## src/sv/stnk_pkg.sv

```systemverilog
// Shared constants, codes and types for the sorted key table core.
// No dependencies; every other file but stnk_ram imports this package.
package stnk_pkg;

	localparam int CAPACITY      = 64;
	localparam int MAX_NEIGHBORS = 16;

	localparam int IDX_W     = $clog2(CAPACITY);
	localparam int CNT_W     = $clog2(CAPACITY + 1);
	localparam int NB_W      = $clog2(MAX_NEIGHBORS + 1);
	localparam int KEY_W     = 32;
	localparam int HANDLE_W  = 16;
	localparam int DIST_W    = 32;
	localparam int MCNT_W    = 5;
	localparam int CFG_IDX_W = 1;
	localparam int STATUS_W  = 2;

	localparam logic ACT_INSERT = 1'b0;
	localparam logic ACT_QUERY  = 1'b1;

	localparam logic [CFG_IDX_W-1:0] REG_MAX_DISTANCE = 1'b0;
	localparam logic [CFG_IDX_W-1:0] REG_MAX_COUNT    = 1'b1;

	localparam logic [STATUS_W-1:0] ST_INSERTED = 2'd0;
	localparam logic [STATUS_W-1:0] ST_FULL     = 2'd1;
	localparam logic [STATUS_W-1:0] ST_NEIGHBOR = 2'd2;
	localparam logic [STATUS_W-1:0] ST_NONE     = 2'd3;

	localparam logic [DIST_W-1:0] MAX_DIST_RESET  = '1;
	localparam logic [MCNT_W-1:0] MAX_COUNT_RESET = 5'd1;

	typedef struct packed {
		logic signed [KEY_W-1:0] key;
		logic [HANDLE_W-1:0]     handle;
	} entry_t;

	// Absolute difference of two signed keys; always fits DIST_W bits.
	function automatic logic [DIST_W-1:0] key_dist(input logic signed [KEY_W-1:0] a,
			input logic signed [KEY_W-1:0] b);
		logic signed [KEY_W:0] d;
		logic signed [KEY_W:0] n;
		d = {a[KEY_W-1], a} - {b[KEY_W-1], b};
		n = -d;
		return d[KEY_W] ? n[DIST_W-1:0] : d[DIST_W-1:0];
	endfunction

endpackage

```

## src/sv/stnk_ram.sv

```systemverilog
// Generic single-clock RAM: one write port, one read port, registered read.
// No dependencies.
module stnk_ram #(
	parameter int WIDTH = 48,
	parameter int DEPTH = 64
) (
	input  logic                     clk,
	input  logic                     we,
	input  logic [$clog2(DEPTH)-1:0] waddr,
	input  logic [WIDTH-1:0]         wdata,
	input  logic [$clog2(DEPTH)-1:0] raddr,
	output logic [WIDTH-1:0]         rdata
);

	logic [WIDTH-1:0] mem [DEPTH];

	always_ff @(posedge clk) begin
		if (we) begin
			mem[waddr] <= wdata;
		end
		rdata <= mem[raddr];
	end

endmodule

```

## src/sv/sorted_table_nearest_keys_core.sv

```systemverilog
// Sorted key table with 1-D nearest-neighbor query; uses stnk_pkg and stnk_ram.
// Insert: read the top entry, move each entry at or above the new key up by one,
// walking down, then write the new entry; an empty table is written directly and a
// full table is rejected. Query: binary search by halving, load both neighbors, then
// reload one candidate per reported neighbor. One item at a time; the entry RAM
// sets the pace. Reset: entry count zero, registers to reset values, RAM left as is.
module sorted_table_nearest_keys_core (
	input  logic                             clk,
	input  logic                             arst_n,
	input  logic                             in_valid,
	output logic                             in_ready,
	input  logic                             action,
	input  logic signed [stnk_pkg::KEY_W-1:0] key,
	input  logic [stnk_pkg::HANDLE_W-1:0]    handle,
	input  logic                             cfg_valid,
	output logic                             cfg_ready,
	input  logic [stnk_pkg::CFG_IDX_W-1:0]   cfg_index,
	input  logic [stnk_pkg::DIST_W-1:0]      cfg_data,
	output logic                             out_valid,
	input  logic                             out_ready,
	output logic [stnk_pkg::STATUS_W-1:0]    status,
	output logic [stnk_pkg::HANDLE_W-1:0]    neighbor_handle,
	output logic [stnk_pkg::DIST_W-1:0]      distance,
	output logic                             last
);
	import stnk_pkg::*;

	typedef enum logic [3:0] {
		S_IDLE,
		S_INS_RD,   // read the top entry, or write directly into an empty table
		S_INS_CMP,  // shift entries at or above the key up by one, walking down
		S_INS_PUT,  // every entry moved: new entry goes to slot zero
		S_SR_RD,    // binary search: issue read of the midpoint
		S_SR_CMP,   // binary search: narrow the range
		S_WK_RDU,   // reload the upper candidate
		S_WK_GTU,
		S_WK_RDD,   // reload the lower candidate
		S_WK_GTD,
		S_WK_DEC,   // pick the closer side, emit the held result
		S_DONE      // single insert result
	} state_t;

	state_t                   state_q;
	logic [CNT_W-1:0]         count_q;
	logic [DIST_W-1:0]        max_dist_q;
	logic [MCNT_W-1:0]        max_count_q;
	logic signed [KEY_W-1:0]  key_q;
	logic [HANDLE_W-1:0]      handle_q;
	logic [IDX_W-1:0]         idx_q;
	logic [CNT_W-1:0]         lo_q;
	logic [CNT_W-1:0]         hi_q;
	logic [IDX_W-1:0]         mid_q;
	logic [CNT_W-1:0]         up_q;
	logic [CNT_W-1:0]         dn_q;
	logic [DIST_W-1:0]        du_q;
	logic [DIST_W-1:0]        dd_q;
	logic [HANDLE_W-1:0]      uph_q;
	logic [HANDLE_W-1:0]      dnh_q;
	logic                     init_q;
	logic [NB_W-1:0]          n_q;
	logic [NB_W-1:0]          limit_q;
	logic                     hold_valid_q;
	logic [HANDLE_W-1:0]      hold_h_q;
	logic [DIST_W-1:0]        hold_d_q;
	logic [STATUS_W-1:0]      resp_q;
	logic                     out_valid_q;
	logic [STATUS_W-1:0]      status_q;
	logic [HANDLE_W-1:0]      nh_q;
	logic [DIST_W-1:0]        dist_q;
	logic                     last_q;

	// Entry RAM port
	logic                     ram_we;
	logic [IDX_W-1:0]         ram_waddr;
	entry_t                   ram_wdata;
	logic [IDX_W-1:0]         ram_raddr;
	logic [$bits(entry_t)-1:0] ram_rdata;
	entry_t                   rd_entry;
	entry_t                   new_entry;

	logic [CNT_W:0]           mid_sum;
	logic [IDX_W-1:0]         mid;
	logic [CNT_W-1:0]         cnt_m1;
	logic [CNT_W-1:0]         dn_m1;
	logic                     out_free;
	logic                     up_ok;
	logic                     dn_ok;
	logic                     take_dn;
	logic [DIST_W-1:0]        pick_d;
	logic [HANDLE_W-1:0]      pick_h;
	logic                     walk_end;
	logic                     dec_go;
	logic                     shift_up;

	assign rd_entry  = entry_t'(ram_rdata);
	assign new_entry = '{key: key_q, handle: handle_q};
	assign mid_sum   = {1'b0, lo_q} + {1'b0, hi_q};
	assign mid       = mid_sum[IDX_W:1];
	assign cnt_m1    = count_q - CNT_W'(1);
	assign dn_m1     = dn_q - CNT_W'(1);
	assign out_free  = !out_valid_q || out_ready;

	// Lower side wins on a tie; stop on count, both ends, or distance limit.
	assign up_ok    = up_q < count_q;
	assign dn_ok    = dn_q != '0;
	assign take_dn  = dn_ok && (!up_ok || dd_q <= du_q);
	assign pick_d   = take_dn ? dd_q : du_q;
	assign pick_h   = take_dn ? dnh_q : uph_q;
	assign walk_end = (n_q == limit_q) || (!up_ok && !dn_ok) || (pick_d > max_dist_q);
	// Results are held back one step so that the final one can carry last.
	assign dec_go   = out_free || !(walk_end || hold_valid_q);
	assign shift_up = rd_entry.key >= key_q;

	always_comb begin
		ram_we    = 1'b0;
		ram_waddr = idx_q + IDX_W'(1);
		ram_wdata = new_entry;
		ram_raddr = up_q[IDX_W-1:0];
		unique case (state_q)
			S_INS_RD: begin
				if (count_q == '0) begin
					ram_we    = 1'b1;
					ram_waddr = '0;
				end
				ram_raddr = cnt_m1[IDX_W-1:0];
			end
			S_INS_CMP: begin
				ram_we    = 1'b1;
				ram_raddr = idx_q - IDX_W'(1);
				if (shift_up) begin
					ram_wdata = rd_entry;
				end
			end
			S_INS_PUT: begin
				ram_we    = 1'b1;
				ram_waddr = '0;
			end
			S_SR_RD: begin
				ram_raddr = (lo_q < hi_q) ? mid : lo_q[IDX_W-1:0];
			end
			S_WK_GTU, S_WK_RDD: begin
				ram_raddr = dn_m1[IDX_W-1:0];
			end
			default: begin
				ram_raddr = up_q[IDX_W-1:0];
			end
		endcase
	end

	stnk_ram #(
		.WIDTH($bits(entry_t)),
		.DEPTH(CAPACITY)
	) u_entry_ram (
		.clk   (clk),
		.we    (ram_we),
		.waddr (ram_waddr),
		.wdata (ram_wdata),
		.raddr (ram_raddr),
		.rdata (ram_rdata)
	);

	always_ff @(posedge clk or negedge arst_n) begin
		if (!arst_n) begin
			state_q      <= S_IDLE;
			count_q      <= '0;
			max_dist_q   <= MAX_DIST_RESET;
			max_count_q  <= MAX_COUNT_RESET;
			key_q        <= '0;
			handle_q     <= '0;
			idx_q        <= '0;
			lo_q         <= '0;
			hi_q         <= '0;
			mid_q        <= '0;
			up_q         <= '0;
			dn_q         <= '0;
			du_q         <= '0;
			dd_q         <= '0;
			uph_q        <= '0;
			dnh_q        <= '0;
			init_q       <= 1'b0;
			n_q          <= '0;
			limit_q      <= '0;
			hold_valid_q <= 1'b0;
			hold_h_q     <= '0;
			hold_d_q     <= '0;
			resp_q       <= ST_INSERTED;
			out_valid_q  <= 1'b0;
			status_q     <= ST_INSERTED;
			nh_q         <= '0;
			dist_q       <= '0;
			last_q       <= 1'b0;
		end else begin
			// Configuration is to be written only while idle; the user must ensure this, the block itself does not enforce it
			if (cfg_valid) begin
				unique case (cfg_index)
					REG_MAX_DISTANCE: max_dist_q  <= cfg_data;
					REG_MAX_COUNT:    max_count_q <= cfg_data[MCNT_W-1:0];
				endcase
			end

			// Drop the output item once taken; a new one below overrides
			if (out_valid_q && out_ready) begin
				out_valid_q <= 1'b0;
			end

			unique case (state_q)
				S_IDLE: begin
					if (in_valid) begin
						key_q    <= key;
						handle_q <= handle;
						if (action == ACT_QUERY) begin
							lo_q         <= '0;
							hi_q         <= count_q;
							n_q          <= '0;
							hold_valid_q <= 1'b0;
							if (int'(max_count_q) > MAX_NEIGHBORS) begin
								limit_q <= NB_W'(MAX_NEIGHBORS);
							end else begin
								limit_q <= NB_W'(max_count_q);
							end
							state_q <= S_SR_RD;
						end else if (count_q >= CNT_W'(CAPACITY)) begin
							resp_q  <= ST_FULL;
							state_q <= S_DONE;
						end else begin
							resp_q  <= ST_INSERTED;
							state_q <= S_INS_RD;
						end
					end
				end
				S_INS_RD: begin
					if (count_q == '0) begin
						count_q <= count_q + CNT_W'(1);
						state_q <= S_DONE;
					end else begin
						idx_q   <= cnt_m1[IDX_W-1:0];
						state_q <= S_INS_CMP;
					end
				end
				S_INS_CMP: begin
					if (!shift_up) begin
						count_q <= count_q + CNT_W'(1);
						state_q <= S_DONE;
					end else if (idx_q == '0) begin
						state_q <= S_INS_PUT;
					end else begin
						idx_q <= idx_q - IDX_W'(1);
					end
				end
				S_INS_PUT: begin
					count_q <= count_q + CNT_W'(1);
					state_q <= S_DONE;
				end
				S_SR_RD: begin
					if (lo_q < hi_q) begin
						mid_q   <= mid;
						state_q <= S_SR_CMP;
					end else begin
						// Start point found; read of the upper entry already issued
						up_q    <= lo_q;
						dn_q    <= lo_q;
						init_q  <= 1'b1;
						state_q <= S_WK_GTU;
					end
				end
				S_SR_CMP: begin
					if (rd_entry.key < key_q) begin
						lo_q <= CNT_W'(mid_q) + CNT_W'(1);
					end else begin
						hi_q <= CNT_W'(mid_q);
					end
					state_q <= S_SR_RD;
				end
				S_WK_RDU: begin
					state_q <= S_WK_GTU;
				end
				S_WK_GTU: begin
					du_q  <= key_dist(rd_entry.key, key_q);
					uph_q <= rd_entry.handle;
					if (init_q) begin
						init_q  <= 1'b0;
						state_q <= S_WK_GTD;
					end else begin
						state_q <= S_WK_DEC;
					end
				end
				S_WK_RDD: begin
					state_q <= S_WK_GTD;
				end
				S_WK_GTD: begin
					dd_q    <= key_dist(rd_entry.key, key_q);
					dnh_q   <= rd_entry.handle;
					state_q <= S_WK_DEC;
				end
				S_WK_DEC: begin
					if (dec_go) begin
						if (walk_end) begin
							out_valid_q <= 1'b1;
							last_q      <= 1'b1;
							if (hold_valid_q) begin
								status_q <= ST_NEIGHBOR;
								nh_q     <= hold_h_q;
								dist_q   <= hold_d_q;
							end else begin
								status_q <= ST_NONE;
								nh_q     <= '0;
								dist_q   <= '0;
							end
							state_q <= S_IDLE;
						end else begin
							if (hold_valid_q) begin
								out_valid_q <= 1'b1;
								status_q    <= ST_NEIGHBOR;
								nh_q        <= hold_h_q;
								dist_q      <= hold_d_q;
								last_q      <= 1'b0;
							end
							hold_valid_q <= 1'b1;
							hold_h_q     <= pick_h;
							hold_d_q     <= pick_d;
							n_q          <= n_q + NB_W'(1);
							if (take_dn) begin
								dn_q    <= dn_m1;
								state_q <= S_WK_RDD;
							end else begin
								up_q    <= up_q + CNT_W'(1);
								state_q <= S_WK_RDU;
							end
						end
					end
				end
				S_DONE: begin
					if (out_free) begin
						out_valid_q <= 1'b1;
						status_q    <= resp_q;
						nh_q        <= '0;
						dist_q      <= '0;
						last_q      <= 1'b1;
						state_q     <= S_IDLE;
					end
				end
				default: begin
					state_q <= S_IDLE;
				end
			endcase
		end
	end

	assign in_ready        = state_q == S_IDLE;
	assign cfg_ready       = 1'b1;
	assign out_valid       = out_valid_q;
	assign status          = status_q;
	assign neighbor_handle = nh_q;
	assign distance        = dist_q;
	assign last            = last_q;

endmodule

```

## config.mk

```make
export PLATFORM = sky130hd
export DESIGN_NAME = sorted_table_nearest_keys_core
export DESIGN_NICKNAME = d
export VERILOG_FILES = /design/src/sv/stnk_pkg.sv /design/src/sv/stnk_ram.sv /design/src/sv/sorted_table_nearest_keys_core.sv
export SDC_FILE = /design/constraint.sdc
export NUM_CORES = 2
export LEC_CHECK = 0
export ABC_CLOCK_PERIOD_IN_PS = 6200
export BUFFER_PORTS_ARGS = -buffer_cell sky130_fd_sc_hd__buf_2
export CORE_MARGIN = 4
export CORE_UTILIZATION = 50
export CTS_CLUSTER_SIZE = 40
export DETAILED_ROUTE_END_ITERATION = 7
export PLACE_DENSITY = 0.65
export SLEW_MARGIN = 40
export SYNTH_ARGS = -nofsm -noshare
export SYNTH_HDL_FRONTEND = slang
export SYNTH_SLANG_ARGS = --single-unit
export TNS_END_PERCENT = 10
```

## constraint.sdc

```tcl
create_clock -name clk -period 6.2 [get_ports clk]
set_clock_uncertainty 0.15 [all_clocks]
set_input_delay 0.31 -clock clk [delete_from_list [all_inputs] [get_ports clk]]
set_output_delay 0.31 -clock clk [all_outputs]
set_load 0.02 [all_outputs]
```

# After elaboration in Yosys (flattened, before gate mapping)
# Memories as Yosys holds them, arrays and structs flattened. A register that Yosys moved wholly into a read port is not among the register bits.
# Cells that the tools add are included.
# totals
output_inout_bits,54
inputBits,87
reg_bits,346
n_memories,1
ram_bits,3072
# op_classes
n_eq_ne,29
magnitude_cmp,8
n_mux,93
reduce_logical,43
bitwise_logic,3
n_addsub,11
# memory_table
name,depth,word_bits,rd,rd_ports_with_merged_regs,wr,line_no,rtl
u_entry_ram.mem,64,48,1,1,1,stnk_ram.sv:15,logic [WIDTH-1:0] mem [DEPTH];
# ops
cell,n
$mux W32,7
$mux W7,15
$mux W16,6
$mux W48,2
$pmux W32 S2,1
$pmux W7 S2,4
$pmux W4 S12,1
$mux W4,10
$sub A32 B32 Y33,1
$ge A32 B32 Y1,1
$gt A32 B32 Y1,1
$le A32 B32 Y1,1
$lt A32 B32 Y1,1
$neg A32 Y32,1
$pmux W16 S2,1
$mux W6,5
$ne A2 B2 Y1 const B,14
$mux W5,5
$pmux W6 S2,2
$pmux W6 S4,1
$pmux W7 S3,1
$reduce_and A4 Y1,5
$mux W1,19
$eq A4 B3 Y1 const B,4
34 further kinds,78

# Depth between registers and ports, before layout
# depth
depth_word,12
mapped_depth,28
mapped_depth_nobuf,24

# Modules after synthesis
# Synthesis repeated with hierarchy kept, for this count alone.
# unflattened
cells_unflattened,7354
hier_area_um2,138484.1
# by_module_without_submodules
mod,cells_each,area_each_um2,instances
stnk_ram,5247,118190.9,1
sorted_table_nearest_keys_core,2107,20293.2,1

# Least setup slack after synthesis
# OpenSTA, ideal clock, no wires.
# synth_timing
kind,register to register
startpoint,register key_q[12]
endpoint,memory u_entry_ram.mem[0][43] (data pin)
period_less_slack_ps,6132
required_time_ps,5348
n_path_buf,2
setup_ps,702
arrival_time_ps,5281
stages_incl_launch_ff,14
setup_slack_ps,68
path_cell_list,dfrtp_1 > inv_1 > ha_1 > buf_2 > a21oi_2 > o21ai_1 > a221o_1 > nor3_1 > a21boi_2 > a221o_1 > o21ai_1 > a21oi_1 > clkbuf_1 > o21ai_0
# synth_rtl
element,line_no,rtl
start: declaration,sorted_table_nearest_keys_core.sv:47,logic signed [KEY_W-1:0] key_q;
start signal: assignment,sorted_table_nearest_keys_core.sv:209,key_q <= key;
end: declaration,stnk_ram.sv:15,

# Final worst setup path
# layout_timing
startpoint,register du_q[27]
endpoint,register n_q[4]
# layout_via
elab_chain_len,11
word_cells_on_any_way,12
cone_classes,order compare (2); eq/ne (2); mux (1); reduce/logical (7)
# layout_lines
element,line_no,rtl
start: declaration,sorted_table_nearest_keys_core.sv:55,logic [DIST_W-1:0] du_q;
start signal: assignment,sorted_table_nearest_keys_core.sv:278,"du_q <= key_dist(rd_entry.key, key_q);"
$le A32 B32 Y1 (*),sorted_table_nearest_keys_core.sv:106,assign take_dn = dn_ok && (!up_ok || dd_q <= du_q);
$logic_or A1 B1 Y1 (*),sorted_table_nearest_keys_core.sv:106,
$logic_and A1 B1 Y1 (*),sorted_table_nearest_keys_core.sv:106,
$mux W32 (*),sorted_table_nearest_keys_core.sv:107,assign pick_d = take_dn ? dd_q : du_q;
net pick_d[25],sorted_table_nearest_keys_core.sv:89,logic [DIST_W-1:0] pick_d;
$gt A32 B32 Y1 (*),sorted_table_nearest_keys_core.sv:109,assign walk_end = (n_q == limit_q) || (!up_ok && !dn_ok) || (pick_d > max_dist_q);
$logic_or A1 B1 Y1 (*),sorted_table_nearest_keys_core.sv:109,
$logic_or A1 B1 Y1,sorted_table_nearest_keys_core.sv:111,assign dec_go = out_free || !(walk_end || hold_valid_q);
$logic_not A1 Y1,sorted_table_nearest_keys_core.sv:111,
$logic_or A1 B1 Y1,sorted_table_nearest_keys_core.sv:111,
$ne A2 B2 Y1 (no line),--,
$reduce_and A5 Y1 (no line) (*),--,
end signal: assignment,sorted_table_nearest_keys_core.sv:321,n_q <= n_q + NB_W'(1);
end: declaration,sorted_table_nearest_keys_core.sv:60,logic [NB_W-1:0] n_q;
# The timed path passes the listed nets; every way through them passes the cells marked *.
# A chain may end at the register's enable or synchronous reset.

==> metrics.yaml <==
status: "finished clean"
drtIter0Drc: 12549
clk_pin_slew_ns: 0.06
die_y_um: 537.4
r2r_slack_ns: 0.21
fillers: 21164
num_rows: 194
finalHoldViolations: 0
clock-sinks: 3465
cp.arrival_ns: 6.63
slowest_stage: "or4_4"
r2r_cells: 23
die_w_um: 537.4
ys_seq_area_frac: 0.7271
syn_area_sq_mm: 0.1401
endpoint: "n_q[4]$_DFFE_PN0P_"
syn_nets: 10270
final_cells: 14614
relSlewSlack: 0.3596
io_buffers: 139
cap_violations: 0
crit_chain: "inv_1 > ha_1 > nand4_1 > or2_1 > or4_4 > or3_4 > o41ai_4 > buf_4 > a32o_4 > nand2_1 > o21ai_1 > ha_1 > a21o_1 > a21o_1 > a21oi_1 > o21ai_1 > a2111oi_2 > buf_4 > a211oi_4 > or3_4 > o2bb2ai_2 > or4_1 > nand3_1"
cts_buffers: 352
grt_max_degree: 171
fmaxAchievable_ghz: 0.1670
worstSetupStartpointType: "flip-flop"
cp_max_fo: 7
dieArea_sq_mm: 0.2888
syn_area_per_cell_sq_um: 13.93
grt_pass1_vias: 87053
io_pins: 141
antenna_found_initial: 24
place_inst: 13801
cpPeakStageDelay_ns: 0.57
vias: 91364
via_per_inst: 6.252
final-setup-viol-count: 0
syn_inst: 10056
yosys_warnings: 0
synth_top_cell_by_area: "edfxtp_1"
nets: 10819
critPathBufInv: 3
synth_cell_type_count: 100
drc: 0
hold_ws_ns: 0.06423
grt_usage: 0.2842
place_area_sq_mm: 0.1501
top_layer_used: "met5"
dp_hpwl_um: 248900
clock_latency_ns: 0.91
hold_path.class: "in2reg"
tritoncts: "built"
globalplace.congestion: 0.9069
drive_gt1_frac: 0.1408
synth_edf_count: 3072
worst_pin_slew_ns: 0.9607
synth_seq_cells: 3465
endpoint_kind: "flip-flop"
hold_start: "key[27]"
path_depth: 23
core-area_sq_mm: 0.2791
h-tree-depth: 5
rr_startpoint: "du_q[27]$_DFFE_PN0P_"
area_delta_synth_final_pct: 16.54
fin_crit_sh: 0.9656
wl_per_cell_um: 28.83
cts_root_buf: "clkbuf_16"
synth_area_leaders: "edfxtp_1 66%, nand2_1 5.7%, dfrtp_1 5.6%, mux2i_1 3.5%, a32oi_1 1.5%"
clk_path_buf_depth: 4
slew_viol_final: 0
setup_tns_ns: 0
synth_flop_cell: "edfxtp_1"
reg2reg_to: "n_q[4]$_DFFE_PN0P_"
route.met3.wl_um: 44450
design_area_sq_mm: 0.1633
critPathTopFamily: "simple AND/OR/NAND/NOR gates"
required_ns: 6.84
dr.pass1.iters: 6
grt_first_pass_wirelength_um: 606100
start_util: 0.5020
routedLengthMet1_um: 169600
synth_async_sr_flop_share: 0.09957
post-route-min-period_ns: 5.987
drt.antenna.violating_nets: 0
grt-ovfl-total: 0
criticalPathCategory: "reg2reg"
finalWirelength_um: 421300
wl_met2_um: 195700
synth_top_area_frac: 0.6583
worstSetupStartpoint: "du_q[27]$_DFFE_PN0P_"
[final cells by class]
type                    instances  area [sq um]  area share
diodes                          4         10.01  0.00006129
well taps                    3724          4659     0.02853
clock inverters               172          1687     0.01033
multi-input cells            5802         36350      0.2226
flip-flops and latches       3465        101900      0.6239
repair buffers                848          8606     0.05270
clock buffers                 463          9597     0.05876
inverters                     136         510.5    0.003126
[cell usage in the layout (no fill, tap or decap), drive strengths merged, types with 33 or more instances in the layout]
| cell | instances |
|---|---|
| a211oi | 124 |
| a21o | 45 |
| a21oi | 357 |
| a221oi | 191 |
| a22o | 75 |
| a311oi | 50 |
| a31oi | 192 |
| a32o | 68 |
| a32oi | 243 |
| and3 | 184 |
| buf | 689 |
| clkbuf | 464 |
| clkinv | 128 |
| dfrtp | 312 |
| dfstp | 33 |
| dfxtp | 48 |
| dlygate4sd3 | 158 |
| edfxtp | 3072 |
| ha | 125 |
| inv | 143 |
| mux2 | 106 |
| mux2i | 489 |
| nand2 | 2130 |
| nand3 | 352 |
| nand4 | 158 |
| nor2 | 151 |
| nor3 | 40 |
| nor4 | 53 |
| o21ai | 292 |
| xnor2 | 51 |
| xor2 | 34 |
[through the flow]
step	util	setup slack, ns
floorplan	-	0.06756
global placement	0.5354	-0.4380
detailed placement	0.5377	-0.5497
CTS	0.5842	0.01098
global route	0.5850	-0.04430
finish	0.5850	0.2131
[synth_stat cells, types with 135 or more instances]
master / n
edfxtp_1: 3072
nand2_1: 2130
mux2i_1: 489
clkbuf_1: 435
a21oi_1: 355
nand3_1: 352
dfrtp_1: 312
o21ai_0: 277
a32oi_1: 243
a221oi_1: 191
a31oi_1: 191
and3_1: 184
nand4_1: 158
nor2_1: 151
inv_1: 135
[tightest hold or removal path, cell delays in order]
cell	delay, ns
dlygate4sd3_1	0.51
buf_2	0.10
mux2_2	0.13
[cells by family after synthesis]
kind of cell / count (synthesis) / share of synthesized area
adder cells (fa/ha/maj): 127 / 0.01145
flip-flops: 3465 / 0.7271
AO/OA/AOI/OAI: 1817 / 0.09164
other: 1 / 0.00002676
buffers and inverters: 791 / 0.02272
multiplexers: 595 / 0.04345
XOR/XNOR: 85 / 0.005313
AND/OR/NAND/NOR: 3175 / 0.09832
[worst min path at each step]
stage                                            end  slack, ns  depth (start not counted)
after global routing            key_q[6]$_DFFE_PN0P_       0.05                          3
after global placement          dnh_q[2]$_DFFE_PN0P_       0.29                          2
after floorplan               count_q[0]$_DFFE_PN0P_      -0.14                          0
after detailed placement  max_count_q[2]$_DFFE_PN0P_       0.12                          1
after CTS                      key_q[20]$_DFFE_PN0P_     0.0004                          3
final                          key_q[27]$_DFFE_PN0P_       0.06                          3
[layer usage]
metal	up-vias	global-route usage
li1	39432	-
met1	46146	0.4117
met2	5088	0.4488
met3	694	0.04650
met4	4	0.07900
met5	-	0
[timing repair]
action                                  CTS  global route
hold buffers                            159             0
pin swaps                                 5            12
setup buffers                             2             8
endpoints found under the setup margin  123           120
hold endpoints to repair                288             0
resized for setup                        13            19
cloned                                    2             1
[sequential cells by signal (all words and copies together), names as in the netlist, 16 cells and up]
register           flops
handle_q              16
neighbor_handle       16
key_q                 32
dd_q                  32
hold_d_q              32
u_entry_ram.mem     3072
max_dist_q            32
uph_q                 16
hold_h_q              16
du_q                  32
dnh_q                 16
distance              32
u_entry_ram.rdata     48
Power is left out: the tool's default activity adds up to more than one toggle a clock period on the data nets, which glitch-free logic cannot reach.
